**src/rtl/assert_macros.svh**
```systemverilog
// Assertion helpers for the detector top level.
`ifndef ASSERT_MACROS_SVH
`define ASSERT_MACROS_SVH

// Same-cycle implication, checked on the rising edge of clk outside reset.
`define ASSERT_IMPLY(label, ante, cons) \
	label: assert property (@(posedge clk) disable iff (!arst_n) (ante) |-> (cons)) \
		else $error("assertion failed: same-cycle implication");

// Next-cycle implication, checked on the rising edge of clk outside reset.
`define ASSERT_NEXT(label, ante, cons) \
	label: assert property (@(posedge clk) disable iff (!arst_n) (ante) |=> (cons)) \
		else $error("assertion failed: next-cycle implication");

`endif

```
**src/rtl/mthd_pkg.sv**
```systemverilog
package mthd_pkg;

	localparam int FIELD_COUNT = 10;
	localparam int PW_W        = 32;
	localparam int FACTOR_W    = 16;
	localparam int CHAN_W      = 4;
	localparam int CNT_OUT_W   = 16;
	localparam int PROD_W      = PW_W + FACTOR_W;

	localparam logic [FACTOR_W-1:0] FACTOR_RESET = 16'd3000;
	localparam logic [CHAN_W-1:0]   RANK_RESET   = 4'd4;

	localparam int CFG_IDX_W  = 2;
	localparam int CFG_DATA_W = FACTOR_W;

	typedef enum logic [CFG_IDX_W-1:0] {
		REG_THRESHOLD_FACTOR = 2'd0,
		REG_REFERENCE_RANK   = 2'd1
	} cfg_reg_t;

	typedef struct packed {
		logic                 hit;
		logic [CHAN_W-1:0]    channel;
		logic [CNT_OUT_W-1:0] count;
		logic                 pending;
	} result_t;

endpackage

```
**src/rtl/mthd_rank_lane.sv**
```systemverilog
// One lane of the ranking network: the stable ascending position of one value.
module mthd_rank_lane
	import mthd_pkg::*;
#(
	parameter int CHANNELS = 10,
	parameter int LANE     = 0
) (
	input  logic [CHANNELS-1:0][PW_W-1:0] vals,
	output logic [CHAN_W-1:0]             pos
);

	// Equal values are ordered by channel number, so every lane gets a
	// distinct position.
	always_comb begin
		pos = '0;
		for (int j = 0; j < CHANNELS; j++) begin
			if (j != LANE) begin
				if ((vals[j] < vals[LANE]) || ((vals[j] == vals[LANE]) && (j < LANE))) begin
					pos = pos + CHAN_W'(1);
				end
			end
		end
	end

endmodule

```
**config.mk**
```make
export PLATFORM = sky130hd
export DESIGN_NAME = mthd_rank_lane
export DESIGN_NICKNAME = d
export VERILOG_FILES = /design/src/rtl/assert_macros.svh /design/src/rtl/mthd_pkg.sv /design/src/rtl/mthd_rank_lane.sv
export SDC_FILE = /design/constraint.sdc
export NUM_CORES = 1
export LEC_CHECK = 0
export ABC_AREA = 1
export BUFFER_PORTS_ARGS = -buffer_cell sky130_fd_sc_hd__buf_2
export CORE_AREA = 2 2 126 128
export DETAILED_ROUTE_END_ITERATION = 6
export DIE_AREA = 0 0 128 130
export GPL_TIMING_DRIVEN = 0
export PLACE_DENSITY = 0.8
export SYNTH_ARGS = -nofsm -noshare
export SYNTH_HDL_FRONTEND = slang
export SYNTH_SLANG_ARGS = --single-unit
```
**constraint.sdc**
```tcl
create_clock -name vclk -period 8.55
set_input_delay 0.855 -clock vclk [all_inputs]
set_output_delay 0.855 -clock vclk [all_outputs]
set_load 0.1 [all_outputs]
```
Yosys cells after proc, flatten, opt, wreduce, memory -nomap -nowiden
Index checks and enable logic that the tools add are counted.
W data, S select, Z words.
{"block": "totals", "register_bits": 0, "in_bits": 320, "word_cells": 26}
{"block": "op_classes", "add_sub_neg": 8, "order_cmp": 9, "muxes": 9}
{"cell": "$lt A32 B32 Y1", "n": 9}
{"cell": "$mux W4", "n": 8}
{"cell": "$add A4 B1 Y4 const B", "n": 7}
{"cell": "$add A1 B1 Y2 const B", "n": 1}
{"cell": "$mux W1", "n": 1}

Logic depth before layout (Yosys ltp)
{"block": "depth", "word_depth": 18, "depth_mapped": 38, "ltp_nobuf": 38}

Worst setup path before layout
Ideal clock, no wire load.
{"block": "synth_path", "kind": "input-to-output", "start": "input port vals[5] (netlist name)", "end": "output port pos[1]", "arrival_time_ns": 6.453, "required_ns": 7.695, "setup_slack_ns": 1.242, "cell_stages": 28, "cell_sequence": "inv_1 ha_1 a21oi_1 nor2_1 nor3_1 nand2_1 nand2_1 nand2_1 a21oi_2 ha_1 inv_1 nand3_2 nand2_4 ha_1 nand2_1 nand2_1 xor2_1 nand2_1 nand2_1 ha_1 nand2_1 nand2_1 o21ai_0 nand2_1 ha_1 or2_2 nand2_1 o21ai_0"}
{"block": "synth_via", "elab_chain_len": 18, "elab_cells_between_ends": 26}
{"element": "start: declaration", "line_no": "mthd_rank_lane.sv:8", "text": "input logic [CHANNELS-1:0][PW_W-1:0] vals,"}
{"element": "$lt A32 B32 Y1", "line_no": "mthd_rank_lane.sv:18", "text": "if ((vals[j] < vals[LANE]) || ((vals[j] == vals[LANE]) && (j < LANE))) begin"}
{"element": "$mux W1", "line_no": "mthd_rank_lane.sv:18"}
{"element": "$add A1 B1 Y2", "line_no": "mthd_rank_lane.sv:19", "text": "pos = pos + CHAN_W'(1);"}
{"element": "$mux W4", "line_no": "mthd_rank_lane.sv:18"}
{"element": "$add A4 B1 Y4", "line_no": "mthd_rank_lane.sv:19"}
{"element": "$mux W4", "line_no": "mthd_rank_lane.sv:18"}
{"element": "$add A4 B1 Y4", "line_no": "mthd_rank_lane.sv:19"}
{"element": "$mux W4", "line_no": "mthd_rank_lane.sv:18"}
{"element": "(+2 left out)"}
{"element": "$add A4 B1 Y4", "line_no": "mthd_rank_lane.sv:19"}
{"element": "$mux W4", "line_no": "mthd_rank_lane.sv:18"}
{"element": "$add A4 B1 Y4", "line_no": "mthd_rank_lane.sv:19"}
{"element": "$mux W4", "line_no": "mthd_rank_lane.sv:18"}
{"element": "$add A4 B1 Y4", "line_no": "mthd_rank_lane.sv:19"}
{"element": "$mux W4", "line_no": "mthd_rank_lane.sv:18"}
{"element": "$add A4 B1 Y4", "line_no": "mthd_rank_lane.sv:19"}
{"element": "$mux W4 *", "line_no": "mthd_rank_lane.sv:18"}
{"element": "end: declaration", "line_no": "mthd_rank_lane.sv:9", "text": "output logic [CHAN_W-1:0] pos"}
Mark *: on every way between the ends. The rest lies on a longest branch, timed or not.

Worst setup path in the final report
{"block": "layout_path", "start": "input port vals[27] (netlist name)", "end": "output port pos[1]"}
Same word-level chain as after synthesis.

==> impl_results.md <==
- Status: complete, no violations
- Sequential-to-total area share from yosys stat: 0%
- Syn Inst Count: 1026
- Wire length on met1: 10000 um
- FF+latch area: 0 sq um
- Worst slew pin tran: 0.644 ns
- Fin. Hold Viols: 0
- Die Y: 130 um
- Final #Nets: 1959
- Synth-to-Final Area Change: 26.0%
- Met3 wire len: 1490 um
- Area contributors post-synth: ha_1 (50%), nand2_1 (11%), a21oi_1 (10%)
- Area of the multi-input gates: 6760 sq um
- Worst VDD drop: 0.0000982 V
- PD cells: 85.2 nW/um^2
- Worst Hold Margin: 2.76 ns
- DR WL/cell: 15.3 um
- Slew HR: 56.7%
- Drt pass-1 iters: 5
- First-pass GRT wire length: 36500 um
- Antenna violations before repair: 5
- CP Class: input port to output pin
- Hold_buf cts: 0
- Clock buf count: 0
- Post-CTS Setup Bufs: 0
- Share of cells above drive strength 1: 29.4%
- # IOs: 324
- Commonest cells after routing, fill and taps aside: buf_2 (324), ha_1 (287), nand2_1 (217)
- Pins over their slew limit: 0
- Post-Syn Area: 7210 sq um
- Largest area contributor in the netlist: ha_1
- Post-route cell area: 9090 sq um
- Fillers: 1497
- Starting Density: 46.8%
- Syn_nets: 1633
- Max Cap Viol: 0
- # rows: 46
- Final setup violation count: 0
- Syn Area/Cell: 7.03 sq um
- Port bufs: 324
- Congestion Overflow GR: 0
- Tmin final: 7.05 ns
- WP data required: 7.70 ns
- Metal2 WL: 11200 um
- DR vias: 8255
- Final setup TNS: 0 ns
- CP most frequent cell: nand2_1
- Post-synth cell types: 40
- Post-DP HPWL: 21200 um
- Drc violations: 0
- Kind of start point of the critical path: input port
- Dpl cell area: 9070 sq um
- Core Area: 15400 sq um
- Commonest non-fill, non-tap cell in the layout: buf_2
- Critical Path Sink: pos[1]
- Largest net degree at the start of global routing: 10
- Post-CTS Resized: 0
- Max stage delay cell, worst path: buf_2
- Kind of end point of the critical path: output pin
- Fmax: 142 MHz
- Post-Route WL: 23700 um
- Chip Width: 128 um
- Lkg Pwr: 0.00548 uW
- GRT Total Usage: 27.2%
- Crit path from: vals[27]
- Top sig layer: met4
- Ys Warns: 0
- DRT antenna net count: 0
- RSZ-0062 raised after global routing: false
- Vias/cell: 5.34
- Vias in the first global route: 7766
- Worst Hold Class: input port to output pin
- Max FO, Critical Path: 9
- Gpl congestion: 0.927
- Die Area: 16600 sq um
- Slowest Stage Delay on Critical Path: 0.45 ns
- Final Cycle Share: 82.5%
- Seq_cells: 0
- Arr. time, crit path: 6.20 ns
- Initial DRC Count: 284
- Area share of the largest cell type after synthesis: 49.8%
-- how the worst min path moves through the flow --
stage | cells past startpoint | to | start | slack, ns
after floorplan | 8 | pos[0] | vals[319] | 2.60
after global placement | 10 | pos[1] | vals[319] | 2.76
after detailed placement | 9 | pos[0] | vals[304] | 2.76
after CTS | 9 | pos[0] | vals[304] | 2.77
after global routing | 9 | pos[0] | vals[304] | 2.86
final | 10 | pos[1] | vals[319] | 2.76
-- critical path: cells and delay by family --
family / cells / cell delay [ns]
AOI/OAI and AO/OA: 6 / 0.95
xor gates and xnor gates: 1 / 0.15
adders and majority gates: 6 / 1.69
buffers and inverters: 5 / 1.01
and+or+nand+nor: 14 / 1.53
-- report_power, final --
group          switching [uW]  internal (uW)
registers                   0              0
clock network               0      0.0000783
logic                     495            279
total                     495            279
-- layer usage --
| layer | vias up | GRT usage, % |
|---|---|---|
| met3 | 59 | 3.49 |
| li1 | 4287 | - |
| met2 | 276 | 50.0 |
| met1 | 3633 | 32.5 |
| met5 | - | 0 |
| met4 | 0 | 9.63 |
-- through the flow --
stage,total power [uW],instances,util (%),setup WS (ns)
final,774,1547,58.9,1.50
after global routing,873,1544,58.9,1.05
after CTS,777,1542,58.8,1.48
after detailed placement,773,1542,58.8,1.48
after global placement,751,1542,58.8,1.57
after floorplan,573,1026,-,1.24
-- area by class of cell --
| cell class | count | area share [%] |
|---|---|---|
| antenna | 5 | 0.138 |
| multi-input combinational | 905 | 74.4 |
| tap | 192 | 2.64 |
| inverter | 121 | 5.01 |
| timing repair buffer | 324 | 17.8 |
-- cells by family (layout without fill, tap and decap cells) --
family | count (synthesis) | in the layout | share of synthesized area, %
adder cells (fa/ha/maj) | 287 | 287 | 49.8
other | 0 | 5 | 0
XOR/XNOR | 2 | 2 | 0.243
buffers and inverters | 121 | 445 | 6.31
AND/OR/NAND/NOR | 395 | 395 | 26.4
AO/OA/AOI/OAI | 221 | 221 | 17.3
-- Yosys cell counts, types with 9 or more instances --
cell,number
nand2_1,217
nand2_4,13
o21a_1,9
nand4_1,10
o211ai_1,9
inv_1,111
o21ai_0,31
nand3_2,9
nor2_1,38
inv_2,9
a21oi_1,144
ha_1,287
nand3_1,45
nand2_2,19
nor3_1,18
(Power assumes the default switching activity.)
