==> config.mk <==
export PLATFORM = sky130hd
export DESIGN_NAME = mthd_hit_update
export DESIGN_NICKNAME = d
export VERILOG_FILES = /design/src/rtl/assert_macros.svh /design/src/rtl/mthd_pkg.sv /design/src/rtl/mthd_hit_update.sv
export SDC_FILE = /design/constraint.sdc
export NUM_CORES = 1
export LEC_CHECK = 0
export ABC_CLOCK_PERIOD_IN_PS = 8990
export BUFFER_PORTS_ARGS = -buffer_cell sky130_fd_sc_hd__buf_2
export CAP_MARGIN = 0
export CELL_PAD_IN_SITES_DETAIL_PLACEMENT = 0
export CELL_PAD_IN_SITES_GLOBAL_PLACEMENT = 2
export CORE_MARGIN = 5
export CORE_UTILIZATION = 42
export DETAILED_ROUTE_END_ITERATION = 10
export GPL_ROUTABILITY_DRIVEN = 0
export GPL_TIMING_DRIVEN = 1
export PLACE_DENSITY_LB_ADDON = 0.1
export REMOVE_ABC_BUFFERS = 1
export SETUP_SLACK_MARGIN = 0.4
export SLEW_MARGIN = 25
export SYNTH_ARGS = -nofsm -noshare
export SYNTH_HDL_FRONTEND = slang
export SYNTH_SLANG_ARGS = --single-unit
==> constraint.sdc <==
create_clock -name clk -period 8.99 [get_ports clk]
set_clock_uncertainty 0.2 [all_clocks]
set_input_delay 0.4495 -clock clk [delete_from_list [all_inputs] [get_ports clk]]
set_output_delay 0.4495 -clock clk [all_outputs]
set_load 0.02 [all_outputs]
==> src/rtl/assert_macros.svh <==
// Assertion helpers for the detector top level.
`ifndef ASSERT_MACROS_SVH
`define ASSERT_MACROS_SVH

// Same-cycle implication, checked on the rising edge of clk outside reset.
`define ASSERT_IMPLY(label, ante, cons) \
	label: assert property (@(posedge clk) disable iff (!arst_n) (ante) |-> (cons)) \
		else $error("assertion failed: same-cycle implication");

// Next-cycle implication, checked on the rising edge of clk outside reset.
`define ASSERT_NEXT(label, ante, cons) \
	label: assert property (@(posedge clk) disable iff (!arst_n) (ante) |=> (cons)) \
		else $error("assertion failed: next-cycle implication");

`endif

==> src/rtl/mthd_pkg.sv <==
package mthd_pkg;

	localparam int FIELD_COUNT = 10;
	localparam int PW_W        = 32;
	localparam int FACTOR_W    = 16;
	localparam int CHAN_W      = 4;
	localparam int CNT_OUT_W   = 16;
	localparam int PROD_W      = PW_W + FACTOR_W;

	localparam logic [FACTOR_W-1:0] FACTOR_RESET = 16'd3000;
	localparam logic [CHAN_W-1:0]   RANK_RESET   = 4'd4;

	localparam int CFG_IDX_W  = 2;
	localparam int CFG_DATA_W = FACTOR_W;

	typedef enum logic [CFG_IDX_W-1:0] {
		REG_THRESHOLD_FACTOR = 2'd0,
		REG_REFERENCE_RANK   = 2'd1
	} cfg_reg_t;

	typedef struct packed {
		logic                 hit;
		logic [CHAN_W-1:0]    channel;
		logic [CNT_OUT_W-1:0] count;
		logic                 pending;
	} result_t;

endpackage

==> src/rtl/mthd_hit_update.sv <==
// Picks the lowest hit channel, updates its saturating counter and the sticky
// flag, and holds the finished result.
module mthd_hit_update
	import mthd_pkg::*;
#(
	parameter int CHANNELS    = 10,
	parameter int COUNT_WIDTH = 16
) (
	input  logic                clk,
	input  logic                arst_n,
	input  logic                load,
	input  logic [CHANNELS-1:0] hit_vec,
	input  logic                clear,
	output result_t             result
);

	localparam int IDX_W = $clog2(CHANNELS);
	localparam int WIDE_W = (COUNT_WIDTH > CNT_OUT_W) ? COUNT_WIDTH : CNT_OUT_W;

	logic [COUNT_WIDTH-1:0] counts_q [CHANNELS];
	logic                   flag_q;
	result_t                result_q;

	logic                   any_hit;
	logic [IDX_W-1:0]       idx;
	logic [COUNT_WIDTH-1:0] cnt_new;
	logic [WIDE_W-1:0]      cnt_wide;
	logic                   flag_d;

	always_comb begin
		idx = '0;
		for (int i = CHANNELS - 1; i >= 0; i--) begin
			if (hit_vec[i]) begin
				idx = IDX_W'(i);
			end
		end
		any_hit  = |hit_vec;
		cnt_new  = (&counts_q[idx]) ? counts_q[idx] : counts_q[idx] + COUNT_WIDTH'(1);
		cnt_wide = WIDE_W'(cnt_new);
		flag_d   = (flag_q & ~clear) | any_hit;
	end

	always_ff @(posedge clk or negedge arst_n) begin
		if (!arst_n) begin
			flag_q <= 1'b0;
			for (int i = 0; i < CHANNELS; i++) begin
				counts_q[i] <= '0;
			end
		end else if (load) begin
			flag_q <= flag_d;
			if (any_hit) begin
				counts_q[idx] <= cnt_new;
			end
		end
	end

	always_ff @(posedge clk) begin
		if (load) begin
			result_q.hit     <= any_hit;
			result_q.channel <= any_hit ? CHAN_W'(idx) : '0;
			result_q.count   <= any_hit ? cnt_wide[CNT_OUT_W-1:0] : '0;
			result_q.pending <= flag_d;
		end
	end

	assign result = result_q;

endmodule

# After elaboration in Yosys (flattened, before gate mapping)
# Index checks and enable logic that the tools add are counted.
# totals
ff_bits,183
inputBits,14
# classes
addsub,1
magnitude_cmp,2
mux,17
bitwise_logic,4
n_reduce_logical,4
# op_table
cell,n
bitwise mux 160 bit,1
binary-select mux 16 bit (select 4 bit),1
demux 16 bit (select 4 bit),1
two-way mux 16 bit,4
two-way mux 4 bit,10
adder 16 x 1 -> 16 bit (second input constant),1
AND reduction 16 bit,1
OR reduction 10 bit,1
>= comparator 5 bit (second input constant),1
less-than comparator 5 x 1 -> 1 bit (second input constant),1
NOT 4 -> 5 bit,1
AND reduction 2 bit,1
bitwise AND 1 bit,1
logical AND 1 bit,1
NOT 1 bit,1
OR 1 bit,1

# Depth between registers and ports, before layout
# Gate-level depths: netlist of run 1.
# logic_depth
word_depth,17
depth_mapped,18
ltp_nobuf,13

# Worst setup path after synthesis of run 1
# OpenSTA, ideal clock, no wires.
# synth_path
kind,input -> register
start,input port hit_vec[9]
end,register result_q (netlist bit result[6]) (data pin)
setup_time_ns,0.271
t_arrival_ns,3.467
required_ns,8.519
slack_ns,5.052
cell_stages,14
cell_sequence,nor2b_1 o21ai_1 a311o_1 buf_4 inv_6 nand2_1 and3_1 or4b_4 or4_4 buf_6 o41ai_4 or3_1 buf_4 a21oi_1
# synth_via
elab_chain_cells,16
# synth_rtl
element,line_no,source
"start, declared",mthd_hit_update.sv:12,"input logic [CHANNELS-1:0] hit_vec,"
two-way mux 4 bit (10 in series),mthd_hit_update.sv:33,if (hit_vec[i]) begin
NOT 4 -> 5 bit (implied by the code),mthd_hit_update.sv:38,cnt_new = (&counts_q[idx]) ? counts_q[idx] : counts_q[idx] + COUNT_WIDTH'(1);
binary-select mux 16 bit (select 4 bit),mthd_hit_update.sv:38,
two-way mux 16 bit (implied by the code) (2 in series),mthd_hit_update.sv:38,
adder 16 x 1 -> 16 bit or AND reduction 16 bit (tied branches),mthd_hit_update.sv:38,
two-way mux 16 bit,mthd_hit_update.sv:38,
"end, declared",mthd_hit_update.sv:22,result_t result_q;
# Parallel ways exist; a longest one is shown, timed or not. The select of a mux whose other input is x is not followed.
# A chain may end at the register's enable or synchronous reset.

# Final worst setup path of run 1
# layout_path
start,input port hit_vec[2]
end,register counts_q[129] in the netlist's numbering
# layout_via
elab_chain_cells,10
# layout_rtl
element,line_no,source
two-way mux 4 bit (3 in series),mthd_hit_update.sv:33,
NOT 4 -> 5 bit (implied by the code),"mthd_hit_update.sv:38, mthd_hit_update.sv:52",
binary-select mux 16 bit (select 4 bit),mthd_hit_update.sv:38,
two-way mux 16 bit (implied by the code) (2 in series),mthd_hit_update.sv:38,
adder 16 x 1 -> 16 bit or AND reduction 16 bit (tied branches),mthd_hit_update.sv:38,
two-way mux 16 bit,mthd_hit_update.sv:38,
bitwise mux 160 bit,mthd_hit_update.sv:52,counts_q[idx] <= cnt_new;
"end signal, assigned by index",mthd_hit_update.sv:52,
"end, declared",mthd_hit_update.sv:20,logic [COUNT_WIDTH-1:0] counts_q [CHANNELS];
# Parallel ways exist; a longest one is shown, timed or not. The select of a mux whose other input is x is not followed.

==> results of run 1 <==
-- worst max-delay path by stage --
stage                          start       endpoint  cells after the start  slack, ns
after floorplan           hit_vec[6]      result[2]                     11       2.70
after global placement    hit_vec[2]  counts_q[125]                     13       2.95
after detailed placement  hit_vec[2]  counts_q[125]                     13       2.83
after CTS                 hit_vec[2]  counts_q[125]                     13       3.29
after global routing      hit_vec[2]  counts_q[129]                     13       3.06
final                     hit_vec[2]  counts_q[129]                     13       3.40
-- report_power, final --
part | switching [mW] | internal, mW
clock | 0.364 | 0.376
sequential | 0.0904 | 1.00
combinational | 0.379 | 0.197
total | 0.834 | 1.57
-- cells by family after synthesis --
kind of cell,count (synthesis),synth area share (%)
buffers and inverters,107,4.78
multiplexers,47,5.43
XOR/XNOR,2,0.182
flip-flops,183,48.7
AND/OR/NAND/NOR,438,20.9
adder cells (fa/ha/maj),1,0.130
AO/OA/AOI/OAI,292,19.9
-- per-layer routing --
layer  GRT usage (%)  share of wire, %
met3            3.37               4.0
met5               0                 0
met2            41.8                47
met1            35.5                46
met4            7.68               2.3
-- metrics by stage --
stage | power (mW) | cell area (um^2) | utilization, %
global placement | 1.67 | 10000 | 44.4
finish | 2.41 | 10600 | 47.1
CTS | 2.42 | 10600 | 47.0
detailed placement | 1.68 | 10000 | 44.4
global route | 2.54 | 10600 | 47.1
floorplan | 1.46 | 9210 | -
-- cells in the mapped netlist (all sizes together), types with 16 or more instances --
master	n	area share, %
a32oi	20	1.8
a221oi	23	2.1
nand2	194	7.6
a31oi	28	1.8
dfrtp	161	42
nand4	16	1.0
nor3	25	1.4
edfxtp	22	6.9
mux2i	32	3.3
nor2	95	3.7
and3	27	1.8
o21ai	126	6.6
clkbuf	63	2.5
a21oi	25	1.3
nand3	39	2.0
buf	34	1.9
a211oi	16	1.2
-- area by class of cell --
class / count / area, um^2
Sequential cell: 183 / 4690
Multi-Input combinational cell: 780 / 4520
Fill cell: 2256 / 11900
Clock inverter: 13 / 130
Inverter: 10 / 42.5
Timing Repair Buffer: 69 / 443
Tap cell: 285 / 357
Clock buffer: 19 / 443
-- state kept, by name (all words and copies together), names as in the netlist --
signal and flops:
counts_q 160, flag_q 1, result 22
-- tightest hold or removal path, stage by stage --
cell and delay (ns):
buf_2 0.10, nand2_1 0.05, a22o_1 0.11
-- layout by cell type (no fill, tap or decap), drive strengths merged, types with 3 or more instances in the layout --
cell type  Yosys  final
nand2        194    194
dfrtp        161    161
o21ai        126    126
nor2          95     95
buf           34     68
nand3         39     39
mux2i         32     32
a31oi         28     28
and3          27     27
a21oi         25     25
nor3          25     25
a221oi        23     23
edfxtp        22     22
a32oi         20     20
clkbuf        63     19
inv            9     17
nand4         16     16
a211oi        16     16
mux2          12     12
a31o          11     11
and2           9      9
a311oi         7      7
nor4           7      7
or3            6      6
o31ai          5      5
clkinv         1      5
or2            4      4
nor2b          4      4
a22oi          4      4
a21o           4      4
o41ai          4      4
a22o           3      3
mux4           3      3
nand4bb        3      3
a311o          3      3
==> results.md, run 1 <==
- Status: finished clean
- Fraction of final layout cells sized beyond drive strength 1: 14.2%
- DRC errors left: 0
- Clock Root Buffer: clkbuf_16
- Slack of the worst reg-to-reg path: 4.65 ns
- Final worst slack: 3.40 ns
- Smallest hold slack: between 0.1 and 0.15 ns
- Startpoint kind of the worst setup timing path: input pin
- Number of antenna violations at the first check in global routing: 0
- Launch point of the worst reg-to-reg path: counts_q[152]
- H-Tree Depth: 4
- Width of the die: between 150 and 200 um
- Final count of pins violating max slew: 0
- Largest net degree at the start of global routing: 83
- Clk_lat worst skew: 0.44 ns
- Core outline area: 0.0226 mm^2
- TritonCTS buffer count: 17
- Remaining antenna violation count after routing: 0
- Post-synth EDFFs: 22
- Gate count after technology mapping: 1070
- Ratio of routed vias to standard cells: 6.08
- Cells traversed along the worst timing path: buf_2 -> nor2_1 -> o31ai_2 -> buf_4 -> nand2_1 -> buf_4 -> and3_1 -> a311oi_1 -> a2111oi_2 -> nand4_1 -> nor4_4 -> mux2i_1 -> o21ai_0
- Average cell area after synthesis: 9.00 um^2
- Reg2Reg Capture Point: counts_q[129]
- Max-capacitance violation count: 0
- Die ar.: 0.0260 mm^2
- Synth unique cells: 68
- Number of placed I/O pins: 36
- Standard-cell rows: 55
- Final period util: between 60 and 70%
- Post-Syn Area: 0.00963 mm^2
- Setup TNS: 0 ns
- Final #Nets: 1076
- Synth Register Bits: 183
- CP arrival: 5.67 ns
- Vias after detailed routing: 8263
- Initial core utilization: between 40 and 50%
- Average wire per standard cell: about 24 um
- Proportion of register bits with asynchronous set or reset after synthesis: 88.0%
- Inserted Diodes: 0
- Die Ht: ~160 um
- Number of buffers on the longest clock path: 2
- Post-CTS Resized: 0
- Category of the most critical setup path: in -> reg
- Vias in the first global route: 8052
- CTS Sinks: 183
- First-pass iteration count of the detailed router: 5
- Number of cell instances on the worst register-to-register path: 8
- CTS clk-pin slew, worst paths: 0.07 ns
- Critical-path cell with the highest stage delay: mux2i_1
- Required time of the critical path: about 9 ns
- Total global-route track usage: about 26%
- Setup repair after global routing missed its margin: no
- Largest vdd supply drop: approximately 0.12 mV
- Yosys warning total: 0
- Number of endpoints with negative hold slack in the final report: 0
- Number of I/O port buffers: 35
- Critical Path Fanout Max: 28
- Post-CTS Repair Setup Buffers: 0
- Cell depth of the worst hold path: 3
- Post-Route WL: between 30000 and 40000 um
- Highest cell delay on the worst timing path: 0.89 ns
- Global-route wire length before repair: 50900 um
- Fmax: 179 MHz
- DRC marker count from the first detailed-route iteration: 664
- Post-placement worst setup slack: 2.83 ns
- End of the worst hold path: flag_q
- Finish-stage setup viols: 0
- Cell family contributing the most delay on the critical path: simple AND/OR/NAND/NOR gates
- Area added between synthesis and finish: 10.4%
- CP bufs+invs: 3
- Clock tree from TritonCTS: done
- Hold Crit Start: clear
- Shortest clock period the worst path allows after layout: about 5.6 ns
- Slew at the pin closest to its max-slew limit: 1.02 ns
- PD cells: between 200 and 250 mW/mm^2
- Filler-free cell count of the finished design: roughly 1.4k
- Worst-case headroom to the max-slew limit: 30.2%
- Overall overflow remaining after global route: 0
- Type of element capturing the critical path: register
- Dominant cell type by count on the critical path: buf_4
- Hold_buf cts: 1
- Placed wire-length estimate after detailed placement: between 20000 and 25000 um
- Part of the Yosys area used for sequential elements: 48.7%
- Number of placed cells counting well taps: 1326
- Top_reg_cell synth: dfrtp_1
- Worst hold-check path type: in -> reg
- Leak: 4.52 nW
No activity file was read; power rests on OpenSTA's default activity.
==> run 2, diff against run 1 <==
--- a/config.mk
+++ b/config.mk
@@ -5,13 +5,13 @@
 export SDC_FILE = /design/constraint.sdc
 export NUM_CORES = 1
 export LEC_CHECK = 0
-export ABC_CLOCK_PERIOD_IN_PS = 8990
+export ABC_CLOCK_PERIOD_IN_PS = 5300
 export BUFFER_PORTS_ARGS = -buffer_cell sky130_fd_sc_hd__buf_2
 export CAP_MARGIN = 0
 export CELL_PAD_IN_SITES_DETAIL_PLACEMENT = 0
 export CELL_PAD_IN_SITES_GLOBAL_PLACEMENT = 2
 export CORE_MARGIN = 5
-export CORE_UTILIZATION = 42
+export CORE_UTILIZATION = 39
 export DETAILED_ROUTE_END_ITERATION = 10
 export GPL_ROUTABILITY_DRIVEN = 0
 export GPL_TIMING_DRIVEN = 1
==> constraint.sdc (replaced) <==
create_clock -name clk -period 5.3 [get_ports clk]
set_clock_uncertainty 0.2 [all_clocks]
set_input_delay 0.265 -clock clk [delete_from_list [all_inputs] [get_ports clk]]
set_output_delay 0.265 -clock clk [all_outputs]
set_load 0.02 [all_outputs]
==> results.md, run 2 (same netlist as run 1, synthesis figures left out) <==
- Die Ht: 167 um
- Overall overflow remaining after global route: 0
- Core utilization of the finished layout: ~45%
- Final count of pins violating max slew: 0
- Required time of the critical path: 5.45 ns
- CP arrival: around 4.4 ns
- Most flops, register: counts_q
- FILL cells: 2465
- Fmax: 236 MHz
- Clock Root Buffer: clkbuf_16
- Setup repair after global routing missed its margin: no
- Final period util: 79.8%
- Post-CTS Resized: 0
- Inserted Diodes: 0
- Vias after detailed routing: 8296
- Cell area after layout: ~0.011 mm^2
- TritonCTS buffer count: 17
- Number of placed cells counting well taps: 1389
- Commonest non-fill, non-tap cells in the layout: nand2_1 (194), dfrtp_1 (161), o21ai_0 (104)
- Standard-cell rows: 57
- Placed wire-length estimate after detailed placement: 22500 um
- CTS Sinks: between 150 and 200
- Worst hold-check path type: in -> reg
- PD cells: 380 mW/mm^2
- Number of antenna violations at the first check in global routing: 0
- Largest net degree at the start of global routing: 91
- Slew at the pin closest to its max-slew limit: 0.888 ns
- Final #Nets: 1101
- Largest vdd supply drop: 0.160 mV
- Shortest clock period the worst path allows after layout: 4.23 ns
- Post-CTS Repair Setup Buffers: 0
- DRC errors left: 0
- Placed cell area: 0.0103 mm^2
- Flip-flop count of the largest register after layout: 160
- Finish-stage setup viols: 0
- Global-route wire length before repair: 52200 um
- DRC marker count from the first detailed-route iteration: 748
- Average wire per standard cell: approximately 24 um
- Overall power after layout: 4.13 mW
- Total global-route track usage: 24.5%
- Area added between synthesis and finish: 12.8%
- Leak: 4.65 nW
- Status: finished clean
- CTS clk-pin slew, worst paths: 0.08 ns
- Most common library cell in the layout ignoring fill and taps: nand2_1
- Clock tree from TritonCTS: done
- Filler-free cell count of the finished design: between 1k and 1.5k
- Category of the most critical setup path: in -> reg
- Number of endpoints with negative hold slack in the final report: 0
- First-pass iteration count of the detailed router: 8
- Worst-case headroom to the max-slew limit: 40.8%
- Die ar.: 0.0279 mm^2
- Number of I/O port buffers: 35
- Type of element capturing the critical path: register
- Startpoint kind of the worst setup timing path: input pin
- Initial core utilization: 39.6%
- H-Tree Depth: 4
- Max-capacitance violation count: 0
- Number of buffers on the longest clock path: 2
- Critical Path Fanout Max: 43
- Core outline area: approximately 0.024 mm^2
- Vias in the first global route: between 8k and 9k
- Setup TNS: 0 ns
- Fraction of final layout cells sized beyond drive strength 1: 15.5%
- Remaining antenna violation count after routing: 0
- Clk_lat worst skew: 0.44 ns
- Ratio of routed vias to standard cells: 5.83
- Width of the die: about 170 um
- Number of placed I/O pins: 36
- Post-Route WL: 33900 um
## run 2: cell count changes in the layout (fill, tap and decap cells not counted), moves of 2 or more
cell     before  now
nand3_2       2    0
nand3_1      37   39
mux2i_2       3    0
mux2i_1      29   32
buf_4        32   55
buf_12        0    2
## run 2: path summary, 6_finish.rpt
kind	cells past startpoint	from	to	slack [ns]
min reg2reg	2	counts_q[22]	counts_q[22]	0.28
max	16	hit_vec[4]	counts_q[4]	1.07
min in group asynchronous	2	arst_n	counts_q[126]	0.27
min	1	load	result[4]	0.14
max in group asynchronous	3	arst_n	counts_q[19]	3.48
max reg2reg	11	counts_q[74]	counts_q[4]	1.73
## run 2: power by group
part | total (mW) | switching, mW | internal (mW)
clock | 1.26 | 0.639 | 0.625
sequential | 1.85 | 0.156 | 1.70
combinational | 1.01 | 0.646 | 0.364
## run 2: worst max-delay path: stages
cell      delay [ns]
buf_2           0.13
nor2_1          0.09
o21ai_1         0.12
a311o_2         0.44
inv_6           0.31
buf_4           0.30
a211oi_1        0.07
a31oi_1         0.27
o22a_1          0.35
nand4_1         0.43
buf_4           0.35
nor4_4          0.30
buf_4           0.35
o31ai_1         0.14
buf_4           0.20
o21ai_0         0.18
## run 2: metrics by stage
step,hold slack (ns),setup slack (ns)
6_report,0.142,1.07
5_1_grt,0.146,0.781
4_1_cts,0.139,1.14
3_5_place_dp,0.227,0.688
3_3_place_gp,0.227,0.804
2_1_floorplan,-0.231,-0.808
## run 2: layer usage
metal / track usage, % / wire [um] / share of wire (%)
met1: 34.5 / 15600 / 46
met2: 39.8 / 16200 / 48
met3: 3.49 / 1550 / 4.6
met4: 6.37 / 579 / 1.7
met5: 0 / 0 / 0
## run 2: area by class of cell
class / count / area (um^2) / area share (%)
flip-flops and latches: 183 / 4690 / 43.2
multi-input cells: 780 / 4510 / 41.5
repair buffers: 94 / 654 / 6.03
clock buffers: 18 / 429 / 3.95
well taps: 324 / 405 / 3.73
clock inverters: 14 / 129 / 1.19
inverters: 10 / 42.5 / 0.392
## run 2: timing repair
action                                 4_1_cts  5_1_grt
hold buffers                                 2        0
endpoints found under the hold margin       90        0
setup endpoints to repair                    0        0
==> run 3, diff against run 2 <==
--- a/config.mk
+++ b/config.mk
@@ -5,13 +5,13 @@
 export SDC_FILE = /design/constraint.sdc
 export NUM_CORES = 1
 export LEC_CHECK = 0
-export ABC_CLOCK_PERIOD_IN_PS = 5300
+export ABC_CLOCK_PERIOD_IN_PS = 3600
 export BUFFER_PORTS_ARGS = -buffer_cell sky130_fd_sc_hd__buf_2
 export CAP_MARGIN = 0
 export CELL_PAD_IN_SITES_DETAIL_PLACEMENT = 0
 export CELL_PAD_IN_SITES_GLOBAL_PLACEMENT = 2
 export CORE_MARGIN = 5
-export CORE_UTILIZATION = 39
+export CORE_UTILIZATION = 36
 export DETAILED_ROUTE_END_ITERATION = 10
 export GPL_ROUTABILITY_DRIVEN = 0
 export GPL_TIMING_DRIVEN = 1
==> constraint.sdc (replaced) <==
create_clock -name clk -period 3.6 [get_ports clk]
set_clock_uncertainty 0.2 [all_clocks]
set_input_delay 0.18 -clock clk [delete_from_list [all_inputs] [get_ports clk]]
set_output_delay 0.18 -clock clk [all_outputs]
set_load 0.02 [all_outputs]
==> results.md, run 3 (same netlist as run 1, synthesis figures left out) <==
- Status: finished clean
- Most common library cell in the layout ignoring fill and taps: nand2_1
- Initial core utilization: 36.7%
- Core utilization of the finished layout: about 52%
- Global-route wire length before repair: 57400 um
- Smallest hold slack: ~0.060 ns
- PD cells: 509 mW/mm^2
- Register share of total power: 39.4%
- Standard-cell rows: 59
- DRC errors left: 0
- Max-capacitance violation count: 0
- Filler-free cell count of the finished design: 1625
- Number of antenna violations at the first check in global routing: 0
- Setup TNS: 0 ns
- Clock tree from TritonCTS: done
- Largest net degree at the start of global routing: 65
- Slew at the pin closest to its max-slew limit: 0.881 ns
- Leak: 6.02 nW
- Worst hold-check path type: in -> reg
- Shortest clock period the worst path allows after layout: 3.37 ns
- Placed cell area: 0.0112 mm^2
- Category of the most critical setup path: in -> reg
- CTS clk-pin slew, worst paths: 0.08 ns
- DRC marker count from the first detailed-route iteration: ~800
- Most flops, register: counts_q
- Clk_lat worst skew: 0.45 ns
- CTS Sinks: approximately 180
- Total global-route track usage: 24.9%
- Vias after detailed routing: 9400
- Clock network fraction of total power: 27.5%
- Ratio of routed vias to standard cells: a little under 6
- Final period util: 93.5%
- Part of the power in combinational logic: between 30% and 40%
- Required time of the critical path: 3.60 ns
- Core outline area: about 0.026 mm^2
- Finish-stage setup viols: 0
- Final count of pins violating max slew: 0
- Largest vdd supply drop: slightly below 0.3 mV
- Critical Path Fanout Max: 7
- Number of placed I/O pins: 36
- Overall overflow remaining after global route: 0
- Area added between synthesis and finish: 41.6%
- Commonest non-fill, non-tap cells in the layout: nand2_1 (191), buf_4 (180), dfrtp_1 (161)
- CP arrival: ~3.4 ns
- Inserted Diodes: 0
- Die Ht: 174 um
- H-Tree Depth: 4
- Setup repair after global routing missed its margin: yes
- Final #Nets: 1292
- Fraction of final layout cells sized beyond drive strength 1: between 30% and 40%
- Startpoint kind of the worst setup timing path: input pin
- Width of the die: 174 um
- Switching pwr: 2.45 mW
- Switching Share: 35.4%
- Multi-input logic area: 0.00528 mm^2
- Flip-flop count of the largest register after layout: 160
- TritonCTS buffer count: 17
- Fmax: 297 MHz
- Sequential cell area: 0.00469 mm^2
- FILL cells: 2398
- Clock Root Buffer: clkbuf_16
- Worst-case headroom to the max-slew limit: about two fifths
- Average wire per standard cell: ~24 um
- Type of element capturing the critical path: register
- Die ar.: 0.0301 mm^2
- Cell area after layout: between 0.01 and 0.015 mm^2
- Remaining antenna violation count after routing: 0
- Number of buffers on the longest clock path: 2
- First-pass iteration count of the detailed router: 5
- Int Power: approximately 4.5 mW
- Vias in the first global route: 9054
- Number of placed cells counting well taps: ~1.5k
- Number of I/O port buffers: 35
- Placed wire-length estimate after detailed placement: 25200 um
- Number of endpoints with negative hold slack in the final report: 0
- Post-Route WL: 38300 um
-- run 3: area by class of cell --
type                            count  share of cell area, %
Clock inverter                     13                  0.964
Inverter                           10                  0.395
Tap cell                          335                   3.08
Sequential cell                   183                   34.4
Timing Repair Buffer              283                   19.2
Multi-Input combinational cell    782                   38.7
Clock buffer                       19                   3.25
-- run 3: power groups by stage --
stage          sequential, mW  combinational, mW  clock (mW)
6_report                 2.74               2.30        1.91
5_1_grt                  2.79               2.48        2.03
4_1_cts                  2.74               2.00        1.94
3_5_place_dp             2.77               1.71           0
3_3_place_gp             2.77               1.70           0
2_1_floorplan            2.73              0.908           0
-- run 3: final timing paths --
path                                    start            end  slack, ns  cells past startpoint
worst max register to register   counts_q[69]      result[1]       0.43                     11
worst min register to register  counts_q[159]  counts_q[159]       0.28                      2
min in group asynchronous              arst_n  counts_q[132]       0.09                      2
worst min-delay path                     load     result[20]       0.06                      1
worst max-delay path               hit_vec[9]      result[1]       0.23                     17
max in group asynchronous              arst_n    counts_q[7]       2.08                      3
-- run 3: critical path, cell delays in order --
cell and delay, ns:
buf_6 0.09, nor2b_4 0.12, o21ai_4 0.19, a311o_2 0.24, buf_12 0.14, inv_12 0.04, mux2i_2 0.15, a22oi_2 0.17
or4b_4 0.50, or4_4 0.59, buf_6 0.16, nor4_4 0.14, buf_6 0.17, buf_12 0.11, xor2_4 0.17, buf_6 0.14
nor2_1 0.04
-- run 3: per-layer routing --
| metal | wire length [um] | vias up | track usage, % |
|---|---|---|---|
| met1 | 17100 | 4709 | 34.6 |
| met2 | 18300 | 300 | 41.2 |
| met3 | 2010 | 63 | 3.51 |
| li1 | - | 4328 | - |
| met4 | 951 | 0 | 6.65 |
| met5 | 0 | - | 0 |
-- run 3: metrics by stage --
stage | power (mW) | setup slack, ns
floorplan | 3.64 | -2.42
global placement | 4.47 | -0.670
detailed placement | 4.48 | -0.641
CTS | 6.68 | 0.304
global route | 7.29 | 0.168
finish | 6.94 | 0.234
-- run 3: timing repair --
item | in CTS | in global routing
hold buffers | 2 | 0
buffers inserted | 37 | 27
gates resized for setup | 118 | 180
gates cloned | 10 | 4
hold endpoints to repair | 63 | 0
pin swaps | 24 | 22
setup endpoints to repair | 176 | 175
